[config.mk]
export PLATFORM = sky130hd
export DESIGN_NAME = qph_ctrl
export DESIGN_NICKNAME = d
export VERILOG_FILES = /design/src/rtl/qph_pkg.sv /design/src/rtl/qph_ctrl.sv
export SDC_FILE = /design/constraint.sdc
export NUM_CORES = 1
export LEC_CHECK = 0
export BUFFER_PORTS_ARGS = -buffer_cell sky130_fd_sc_hd__buf_4
export CAP_MARGIN = 20
export CORE_AREA = 2 2 39 41
export DETAILED_ROUTE_END_ITERATION = 10
export DIE_AREA = 0 0 41 43
export GPL_TIMING_DRIVEN = 0
export RECOVER_POWER = 25
export SLEW_MARGIN = 20
export SYNTH_ARGS = -nofsm -noshare
export SYNTH_HDL_FRONTEND = slang
export SYNTH_SLANG_ARGS = --single-unit
[constraint.sdc]
create_clock -name i_clk -period 2.8 [get_ports i_clk]
set_input_delay 0.28 -clock i_clk [delete_from_list [all_inputs] [get_ports i_clk]]
set_output_delay 0.28 -clock i_clk [all_outputs]
set_load 0.02 [all_outputs]
[src/rtl/qph_pkg.sv]
// ----------------------------------------------------------------------------
// Quadratic probe hash insert package
// Shared widths, constants and controller/datapath interface structs.
// ----------------------------------------------------------------------------
package qph_pkg;

    localparam int TABLE_MAX  = 16384;
    localparam int ADDR_W     = $clog2(TABLE_MAX);
    localparam int KEY_W      = 31;
    localparam int SIZE_W     = 15;
    localparam int SLOT_W     = 14;
    localparam int EFF_W      = (SIZE_W > ADDR_W + 1) ? SIZE_W : ADDR_W + 1;
    localparam int BIT_CNT_W  = $clog2(KEY_W);

    localparam logic [SIZE_W-1:0] SIZE_RESET = SIZE_W'(11);
    localparam logic [EFF_W-1:0]  SIZE_MIN   = EFF_W'(2);
    localparam logic [EFF_W-1:0]  SIZE_MAX   = EFF_W'(TABLE_MAX);

    typedef struct packed {
        logic clr_step;
        logic div_load;
        logic div_step;
        logic rd;
        logic advance;
        logic hit;
        logic miss;
    } t_cmd;

    typedef struct packed {
        logic clr_last;
        logic div_last;
        logic slot_free;
        logic probe_last;
    } t_stat;

endpackage

[src/rtl/qph_ctrl.sv]
// ----------------------------------------------------------------------------
// Quadratic probe hash insert controller
// Sequences the clearing pass, the key reduction and the probe loop.
// ----------------------------------------------------------------------------
module qph_ctrl (
    input  logic          i_clk,
    input  logic          i_rst_n,
    input  logic          i_start,
    output logic          o_busy,
    output logic          o_done,
    output qph_pkg::t_cmd o_cmd,
    input  qph_pkg::t_stat i_stat
);
    import qph_pkg::*;

    typedef enum logic [2:0] {
        S_CLEAR,
        S_IDLE,
        S_DIV,
        S_RD,
        S_CHK
    } t_state;

    t_state r_state;
    t_state n_state;
    logic   r_done;
    logic   n_done;
    logic   accept;

    assign o_busy = (r_state != S_IDLE);
    assign accept = i_start && !o_busy;
    assign o_done = r_done;

    always_comb begin
        n_state = r_state;
        n_done  = 1'b0;
        o_cmd   = '0;
        unique case (r_state)
            S_CLEAR: begin
                o_cmd.clr_step = 1'b1;
                if (i_stat.clr_last) begin
                    n_state = S_IDLE;
                end
            end
            S_IDLE: begin
                if (accept) begin
                    o_cmd.div_load = 1'b1;
                    n_state = S_DIV;
                end
            end
            S_DIV: begin
                o_cmd.div_step = 1'b1;
                if (i_stat.div_last) begin
                    n_state = S_RD;
                end
            end
            S_RD: begin
                o_cmd.rd = 1'b1;
                n_state = S_CHK;
            end
            S_CHK: begin
                if (i_stat.slot_free) begin
                    o_cmd.hit = 1'b1;
                    n_done = 1'b1;
                    n_state = S_IDLE;
                end else if (i_stat.probe_last) begin
                    o_cmd.miss = 1'b1;
                    n_done = 1'b1;
                    n_state = S_IDLE;
                end else begin
                    o_cmd.advance = 1'b1;
                    n_state = S_RD;
                end
            end
            default: begin
                n_state = S_CLEAR;
            end
        endcase
    end

    always_ff @(posedge i_clk) begin
        if (!i_rst_n) begin
            r_state <= S_CLEAR;
            r_done  <= 1'b0;
        end else begin
            r_state <= n_state;
            r_done  <= n_done;
        end
    end

    a_done_pulse: assert property (@(posedge i_clk) disable iff (!i_rst_n)
        r_done |=> !r_done)
        else $error("Result strobe lasted more than one cycle.");

    a_done_after_check: assert property (@(posedge i_clk) disable iff (!i_rst_n)
        r_done |-> ($past(r_state) == S_CHK))
        else $error("Result strobe without a preceding probe check.");

    a_accept_divides: assert property (@(posedge i_clk) disable iff (!i_rst_n)
        accept |=> (r_state == S_DIV))
        else $error("Accepted transaction did not start the key reduction.");

endmodule

==> flow_summary.json, run 1 <==
{
  "drc": 0,
  "slew_headroom_pct": 81.9,
  "power_density_nw_per_um2": 466,
  "cts_buffers": 3,
  "start_util_pct": 17.0,
  "die_w_um": 41,
  "rsz0062_at_grt": "no",
  "finalClockSkew_ps": 4.00,
  "p_switching_mw": 0.0488,
  "hold_class": "input port to flop",
  "globalplace.congestion": 0.731,
  "ys_types": 17,
  "clk_pin_slew_ps": 40,
  "cts_max_level": 1,
  "m1WireLength_um": 245,
  "routedWlPerCell_um": 9.28,
  "postRouteAntennaNets": 0,
  "min_path_cells": 2,
  "cts.path.max_buffers": 2,
  "setup_viol": 0,
  "hold_viol": 0,
  "cp_max_fo": 10,
  "grt_pass1_wl_um": 841,
  "clk_latency_ps": 240,
  "status": "completed",
  "coreArea_um2": 1380,
  "final_cell_count_no_fill": 60,
  "numPortBuffers": 15,
  "std_cell_rows": 14,
  "hold_slack_ps": 290,
  "tritoncts": "yes",
  "ys_ff_latch": 4,
  "setup-tns-final_ps": 0,
  "dieHeight_um": 43,
  "ctsHoldBuffers": 0,
  "cp-end-kind": "output pin",
  "cts_num_sinks": 4,
  "vias": 246,
  "wl_met2_um": 261,
  "path_class": "flop to output pin",
  "ir_drop_mv": 0.172,
  "cp.required_ps": 2520,
  "final_nets": 53,
  "syn_area_um2": 235,
  "p_int_mw": 0.130,
  "drt_wl_total_um": 557,
  "grt_use_total_pct": 7.75,
  "combPwrFrac_pct": 24.7,
  "num_io_pins": 16,
  "final_common_cell": "buf_4",
  "grt_pass1_vias": 221,
  "drv_slew": 0,
  "cts_resized": 0,
  "grt_max_degree": 11,
  "firstDrtPassIters": 2,
  "drive_above_1_share_pct": 45.5,
  "p_leak_nw": 0.181,
  "yosysSeqAreaShare_pct": 34.0,
  "post_cts_buffers": 0,
  "min_period_over_period_pct": 62.4,
  "r2r.worst_path.cells": 4,
  "max_freq_mhz": 572,
  "drt_iter0_drc": 2,
  "swShare_pct": 27.3,
  "area_delta_synth_final_pct": 63.3,
  "yosys_warnings": 0,
  "layout_common_cells": "buf_4 (15), nor2_1 (4), dfxtp_1 (4)",
  "synth_cells": 26,
  "worst-endpoint-arrival_ps": 1470,
  "synthesis.nets": 33,
  "fillers": 156,
  "start_kind": "flop",
  "clockPowerShare_pct": 40.5,
  "reg2reg_slack_ps": 1590,
  "met3WireLength_um": 51,
  "dpl.hpwl_um": 428,
  "overflow": 0,
  "top_layer_used": "met3",
  "antenna_found_initial": 0,
  "p_seq_share_pct": 34.8,
  "viasPerCell": 4.10,
  "period_needed_ps": 1750,
  "dp_cells": 57,
  "antenna_cells": 0,
  "die-area_um2": 1760,
  "clockRootBuffer": "clkbuf_4",
  "synth.avg_cell_area_um2": 9.05,
  "tightest_slew_ps": 271,
  "max_cap_viol_count": 0
}
## Yosys cell counts
master | count | share of area, %
nor2_1 | 4 | 6.4
nor3_4 | 1 | 6.9
nor3_1 | 1 | 2.1
and3b_1 | 1 | 3.7
a32oi_1 | 1 | 3.7
dfxtp_1 | 4 | 34
or3b_4 | 1 | 4.8
buf_6 | 1 | 4.8
and2_1 | 2 | 5.3
nor3b_1 | 1 | 3.2
a21boi_1 | 1 | 3.2
buf_4 | 1 | 3.2
nand2b_1 | 1 | 2.7
o31a_1 | 1 | 3.7
nor2b_1 | 1 | 2.7
and3_1 | 2 | 5.3
o21ai_0 | 2 | 4.3
## routing by layer
metal | vias up | track usage (%)
met2 | 10 | 8.44
met1 | 108 | 9.39
met5 | - | 0
li1 | 128 | -
met3 | 0 | 3.14
met4 | 0 | 10.0
## power groups by stage
stage	clock, mW	sequential, mW	combinational [mW]
2_1_floorplan	0	0.0629	0.0245
3_3_place_gp	0	0.0633	0.0445
3_5_place_dp	0	0.0634	0.0448
4_1_cts	0.0772	0.0624	0.0450
5_1_grt	0.0806	0.0628	0.0484
6_report	0.0725	0.0623	0.0441
## critical path: stages (launching register included)
cell and delay (ps):
dfxtp_1 300, buf_6 130, or3b_1 420, nor3b_1 220
buf_4 170
## flip-flops by register name, summed over array words and instances (netlist names)
name / flops
o_done: 1
r_state: 3
## logic make-up (layout without fill, tap and decap cells)
kind of cell / count (synthesis) / in the layout / synth area share [%]
AO/OA/AOI/OAI: 5 / 5 / 14.9
buffers and inverters: 2 / 20 / 7.98
flip-flops: 4 / 4 / 34.0
AND/OR/NAND/NOR: 15 / 15 / 43.1
## metrics by stage
step / setup WS [ps] / util [%] / total power [mW] / area [um^2]
CTS: 1070 / 28.2 / 0.185 / 390
global placement: 1320 / 26.6 / 0.108 / 368
global route: 983 / 27.8 / 0.192 / 384
finish: 1050 / 27.8 / 0.179 / 384
floorplan: 1170 / - / 0.0874 / 235
detailed placement: 1340 / 26.6 / 0.108 / 368
## final cells by class
class / count / area, um^2 / share of cell area [%]
repair buffers: 15 / 109 / 28.3
clock buffers: 3 / 22.5 / 5.86
multi-input cells: 20 / 134 / 34.9
well taps: 16 / 20.0 / 5.21
flip-flops and latches: 4 / 80.1 / 20.8
plain buffers: 2 / 18.8 / 4.89
## path summary, 6_finish.rpt
path | startpoint | to
max | r_state[1] | o_cmd[0]
min | i_rst_n | r_state[1]
max reg2reg | r_state[1] | r_state[1]
min reg2reg | r_state[1] | r_state[2]
No activity file was read; power rests on OpenSTA's default activity.
==> run 2: changes to the inputs <==
Clock period 2.8 ns to 1.6 ns, I/O delays scaled along.
==> run 2 against run 1 <==
  * Register-to-register slack got worse by 1200 ps
  * Non-clock buffer count did not move
  * Clock power rose by 75%
  * First-iteration DRC count rose by 50%
  * Power rose by 76%
  * Global-route usage rose by 0.20 points
  * Sequential power rose by 75%
  * Via count rose by 0.81%
  * Routed wire length rose by 5.4%
  * Largest power group unchanged
==> flow_summary.json, run 2 (same netlist as run 1, synthesis figures left out) <==
{
  "worst-endpoint-arrival_ps": 1380,
  "cp-end-kind": "output pin",
  "min_path_cells": 2,
  "cp_max_fo": 10,
  "firstDrtPassIters": 4,
  "coreArea_um2": 1380,
  "max_cap_viol_count": 0,
  "vias": 248,
  "overflow": 0,
  "layout_common_cells": "buf_4 (14), nor2_1 (4), clkbuf_4 (3), dfxtp_1 (3)",
  "p_leak_nw": 0.186,
  "hold_slack_ps": 170,
  "final_cell_count_no_fill": 60,
  "period_needed_ps": 1540,
  "rr_startpoint": "r_state[1]",
  "clk_pin_slew_ps": 40,
  "fin_total_pwr_mw": 0.314,
  "r2r-end": "r_state[1]",
  "drt_wl_total_um": 587,
  "area_delta_synth_final_pct": 68.6,
  "max_freq_mhz": 648,
  "drc": 0,
  "routedWlPerCell_um": 9.78,
  "antenna_cells": 0,
  "grt_pass1_vias": 225,
  "max_stage_delay_ps": 400,
  "die_w_um": 41,
  "path_cells": "buf_6 > or3b_4 > nor3b_2 > buf_4",
  "ctsHoldBuffers": 0,
  "std_cell_rows": 14,
  "dpl.hpwl_um": 428,
  "power_density_nw_per_um2": 792,
  "top_register": "r_state",
  "final_common_cell": "buf_4",
  "globalplace.congestion": 0.731,
  "hold_class": "input port to flop",
  "min_period_over_period_pct": 96.5,
  "finish.instance_area_um2": 397,
  "cts_num_sinks": 4,
  "clockRootBuffer": "clkbuf_4",
  "setup_viol": 0,
  "dieHeight_um": 43,
  "start_kind": "flop",
  "largest_reg_flops": 3,
  "finalClockSkew_ps": 4.41,
  "antenna_found_initial": 0,
  "hold_viol": 0,
  "drt_iter0_drc": 3,
  "start_util_pct": 17.0,
  "cts_max_level": 1,
  "ir_drop_mv": 0.302,
  "cp.required_ps": 1440,
  "r2r.worst_path.cells": 4,
  "min_to": "r_state[1]",
  "grt_max_degree": 11,
  "status": "completed",
  "die-area_um2": 1760,
  "grt_pass1_wl_um": 869,
  "path_class": "flop to output pin",
  "grt_use_total_pct": 7.95,
  "setup-tns-final_ps": 0,
  "post_cts_buffers": 0,
  "clk_latency_ps": 240,
  "crit_slowest_cell": "or3b_4",
  "viasPerCell": 4.13,
  "drv_slew": 0,
  "postPlaceCellArea_um2": 368,
  "drive_above_1_share_pct": 52.3,
  "postRouteAntennaNets": 0,
  "fillers": 152,
  "tritoncts": "yes",
  "tightest_slew_ps": 275,
  "cts.path.max_buffers": 2,
  "cts_buffers": 3,
  "hold_start": "i_rst_n",
  "dp_cells": 57,
  "final_nets": 53,
  "numPortBuffers": 15,
  "reg2reg_slack_ps": 400,
  "rsz0062_at_grt": "yes",
  "slew_headroom_pct": 81.6,
  "num_io_pins": 16
}
==> run 2: cell types whose count changed in the layout (fill, tap and decap cells not counted) <==
cell | before | now
buf_4 | 15 | 14
nor3b_1 | 1 | 0
or3b_4 | 0 | 1
buf_6 | 1 | 2
dfxtp_2 | 0 | 1
nor3b_2 | 0 | 1
or3b_1 | 1 | 0
dfxtp_1 | 4 | 3
==> run 2: per-stage QoR <==
stage                     setup slack (ps)  utilization [%]
after floorplan                       88.0                -
after global placement                 244             26.6
after detailed placement               259             26.6
after CTS                             20.5             28.7
after global routing               -0.0655             28.7
final                                 56.1             28.7
==> run 2: area by class of cell <==
class | count | area, um^2 | share of cell area (%)
multi-input cells | 20 | 141 | 35.6
repair buffers | 15 | 113 | 28.4
flip-flops and latches | 4 | 81.3 | 20.5
clock buffers | 3 | 22.5 | 5.68
well taps | 16 | 20.0 | 5.05
plain buffers | 2 | 18.8 | 4.73
==> run 2: worst max-delay path, delay by kind of cell (launching register included) <==
| kind | cells | cell delay (ps) |
|---|---|---|
| and+or+nand+nor | 2 | 560 |
| DFF | 1 | 300 |
| buffers and inverters | 2 | 290 |
==> run 2: report_power, final <==
group | internal (mW) | switching (mW)
combinational | 0.0389 | 0.0395
sequential | 0.105 | 0.00406
clock | 0.0840 | 0.0426
==> run 2: per-layer routing <==
layer  vias up  wire length [um]  track usage (%)
li1        129                 -                -
met1       107               272             10.0
met5         -                 0                0
met4         0                 0             10.0
met3         0                56             3.14
met2        12               258             8.44
==> run 2: worst max path at each step <==
| stage | from | endpoint | slack (ps) | cells past startpoint |
|---|---|---|---|---|
| CTS | r_state[1] | o_cmd[0] | 20 | 4 |
| detailed placement | r_state[2] | o_cmd[0] | 260 | 3 |
| global route | r_state[1] | o_cmd[0] | -0.07 | 4 |
| finish | r_state[1] | o_cmd[0] | 60 | 4 |
| global placement | r_state[2] | o_cmd[0] | 240 | 3 |
| floorplan | r_state[1] | o_cmd[0] | 90 | 3 |
==> run 2: repair_timing <==
item | in CTS | in global routing
pin swaps | 0 | 1
resized for setup | 2 | 1
endpoints found under the setup margin | 1 | 2
==> run 3: changes to the inputs <==
Settings changed: CTS_CLUSTER_DIAMETER set to 150, RECOVER_POWER 25 to 50.
==> run 3 against run 2 <==
  * Combinational power fell by 4.7%
  * Maximum frequency hardly changed
  * Clock-buffer cell count did not move
  * Flip-flop and latch count unchanged
  * Worst setup slack barely moved
  * Design area decreased by 0.95%
  * Routed wire length unchanged
  * Register-to-register slack hardly changed
  * Die area unchanged
  * Critical path type unchanged
  * Largest cell class unchanged
  * Highest routed layer unchanged
==> flow_summary.json, run 3 (same netlist as run 1, synthesis figures left out) <==
{
  "path_cells": "buf_6 > or3b_4 > nor3b_2 > buf_4",
  "multi_input_area_um2": 141,
  "min_period_over_period_pct": 96.5,
  "globalplace.congestion": 0.731,
  "cts_max_level": 1,
  "met3WireLength_um": 56,
  "dpl.hpwl_um": 428,
  "die-area_um2": 1760,
  "viasPerCell": 4.13,
  "cts_num_sinks": 4,
  "coreArea_um2": 1380,
  "numPortBuffers": 15,
  "drv_slew": 0,
  "drt_wl_total_um": 587,
  "cts_buffers": 3,
  "fin_util_pct": 28.4,
  "postRouteAntennaNets": 0,
  "finalClockSkew_ps": 4.41,
  "hold_viol": 0,
  "crit_family": "simple AND/OR/NAND/NOR gates",
  "cts.path.max_buffers": 2,
  "max_cap_viol_count": 0,
  "max_freq_mhz": 648,
  "power_density_nw_per_um2": 790,
  "period_needed_ps": 1540,
  "firstDrtPassIters": 4,
  "hold_class": "input port to flop",
  "start_kind": "flop",
  "status": "completed",
  "postPlaceCellArea_um2": 368,
  "grt_pass1_vias": 225,
  "combPwrFrac_pct": 24.1,
  "num_io_pins": 16,
  "cp-end-kind": "output pin",
  "setup_viol": 0,
  "p_int_mw": 0.225,
  "dieHeight_um": 43,
  "cp_max_fo": 10,
  "drt_iter0_drc": 3,
  "antenna_found_initial": 0,
  "finish.instance_area_um2": 393,
  "routedWlPerCell_um": 9.78,
  "fillers": 152,
  "slew_headroom_pct": 81.7,
  "cp_num_buf_inv": 2,
  "m1WireLength_um": 273,
  "drive_above_1_share_pct": 50.0,
  "final_nets": 53,
  "largest_reg_flops": 3,
  "clk_pin_slew_ps": 40,
  "grt_use_total_pct": 7.95,
  "wl_met2_um": 257,
  "overflow": 0,
  "tritoncts": "yes",
  "path_class": "flop to output pin",
  "register_area_um2": 81.3,
  "layout_common_cells": "buf_4 (13), nor2_1 (4), clkbuf_4 (3), dfxtp_1 (3)",
  "clockPowerShare_pct": 40.8,
  "worst-endpoint-arrival_ps": 1380,
  "rsz0062_at_grt": "yes",
  "tightest_slew_ps": 274,
  "die_w_um": 41,
  "p_switching_mw": 0.0858,
  "area_delta_synth_final_pct": 67.0,
  "swShare_pct": 27.6,
  "crit_slowest_cell": "or3b_4",
  "vias": 248,
  "grt_max_degree": 11,
  "cp.required_ps": 1440,
  "drc": 0,
  "start_util_pct": 17.0,
  "top_layer_used": "met3",
  "max_stage_delay_ps": 400,
  "clockRootBuffer": "clkbuf_4",
  "std_cell_rows": 14,
  "top_register": "r_state",
  "grt_pass1_wl_um": 869,
  "p_seq_share_pct": 35.2,
  "ir_drop_mv": 0.301,
  "clk_latency_ps": 240,
  "antenna_cells": 0,
  "final_common_cell": "buf_4",
  "p_leak_nw": 0.182
}
-- run 3: changes by cell type in the layout (fill, tap and decap cells not counted), sizes merged --
| cell | previous run | this run |
|---|---|---|
| buf | 16 | 15 |
| clkbuf | 4 | 5 |
-- run 3: path summary, 6_finish.rpt --
| kind | startpoint | to | slack [ps] | cells after the start |
|---|---|---|---|---|
| setup reg to reg | r_state[1] | r_state[1] | 400 | 4 |
| setup / recovery | r_state[1] | o_cmd[0] | 60 | 4 |
| hold reg to reg | r_state[2] | r_state[0] | 610 | 2 |
| hold / removal | i_rst_n | r_state[1] | 170 | 2 |
-- run 3: through the flow --
| stage | TNS, ps | std cells | power [mW] | setup WS (ps) | hold slack [ps] |
|---|---|---|---|---|---|
| floorplan | 0 | 26 | 0.153 | 88.0 | 288 |
| global placement | 0 | 57 | 0.189 | 244 | 407 |
| detailed placement | 0 | 57 | 0.189 | 259 | 413 |
| CTS | 0 | 60 | 0.323 | 20.5 | 162 |
| global route | -0.0655 | 60 | 0.333 | -0.0655 | 168 |
| finish | 0 | 60 | 0.310 | 56.1 | 170 |
-- run 3: metal layers --
metal / global-route usage (%) / vias to the layer above
met4: 10.0 / 0
met3: 3.14 / 0
met1: 10.0 / 107
met5: 0 / -
li1: - / 129
met2: 8.44 / 12
-- run 3: final cells by class --
| cell class | count | area share (%) |
|---|---|---|
| flip-flops and latches | 4 | 20.7 |
| repair buffers | 15 | 27.7 |
| plain buffers | 2 | 4.78 |
| multi-input cells | 20 | 36.0 |
| clock buffers | 3 | 5.73 |
| well taps | 16 | 5.10 |
-- run 3: power by group through the flow --
stage,registers [mW],clock network (mW),logic [mW]
2_1_floorplan,0.110,0,0.0428
3_3_place_gp,0.111,0,0.0779
3_5_place_dp,0.111,0,0.0784
4_1_cts,0.109,0.135,0.0791
5_1_grt,0.110,0.141,0.0816
6_report,0.109,0.127,0.0747
-- run 3: worst register-to-register path: cells and delay by family (launching register included) --
kind / cells / cell delay (ps)
compound gates: 1 / 150
buf+inv: 1 / 130
flops: 1 / 300
simple gates: 2 / 570
-- run 3: repair_timing --
item	in CTS	in global routing
gates resized for setup	2	1
pin swaps	0	1
buffers inserted	0	0
gates cloned	0	0
hold buffers	0	0
endpoints found under the setup margin	1	2
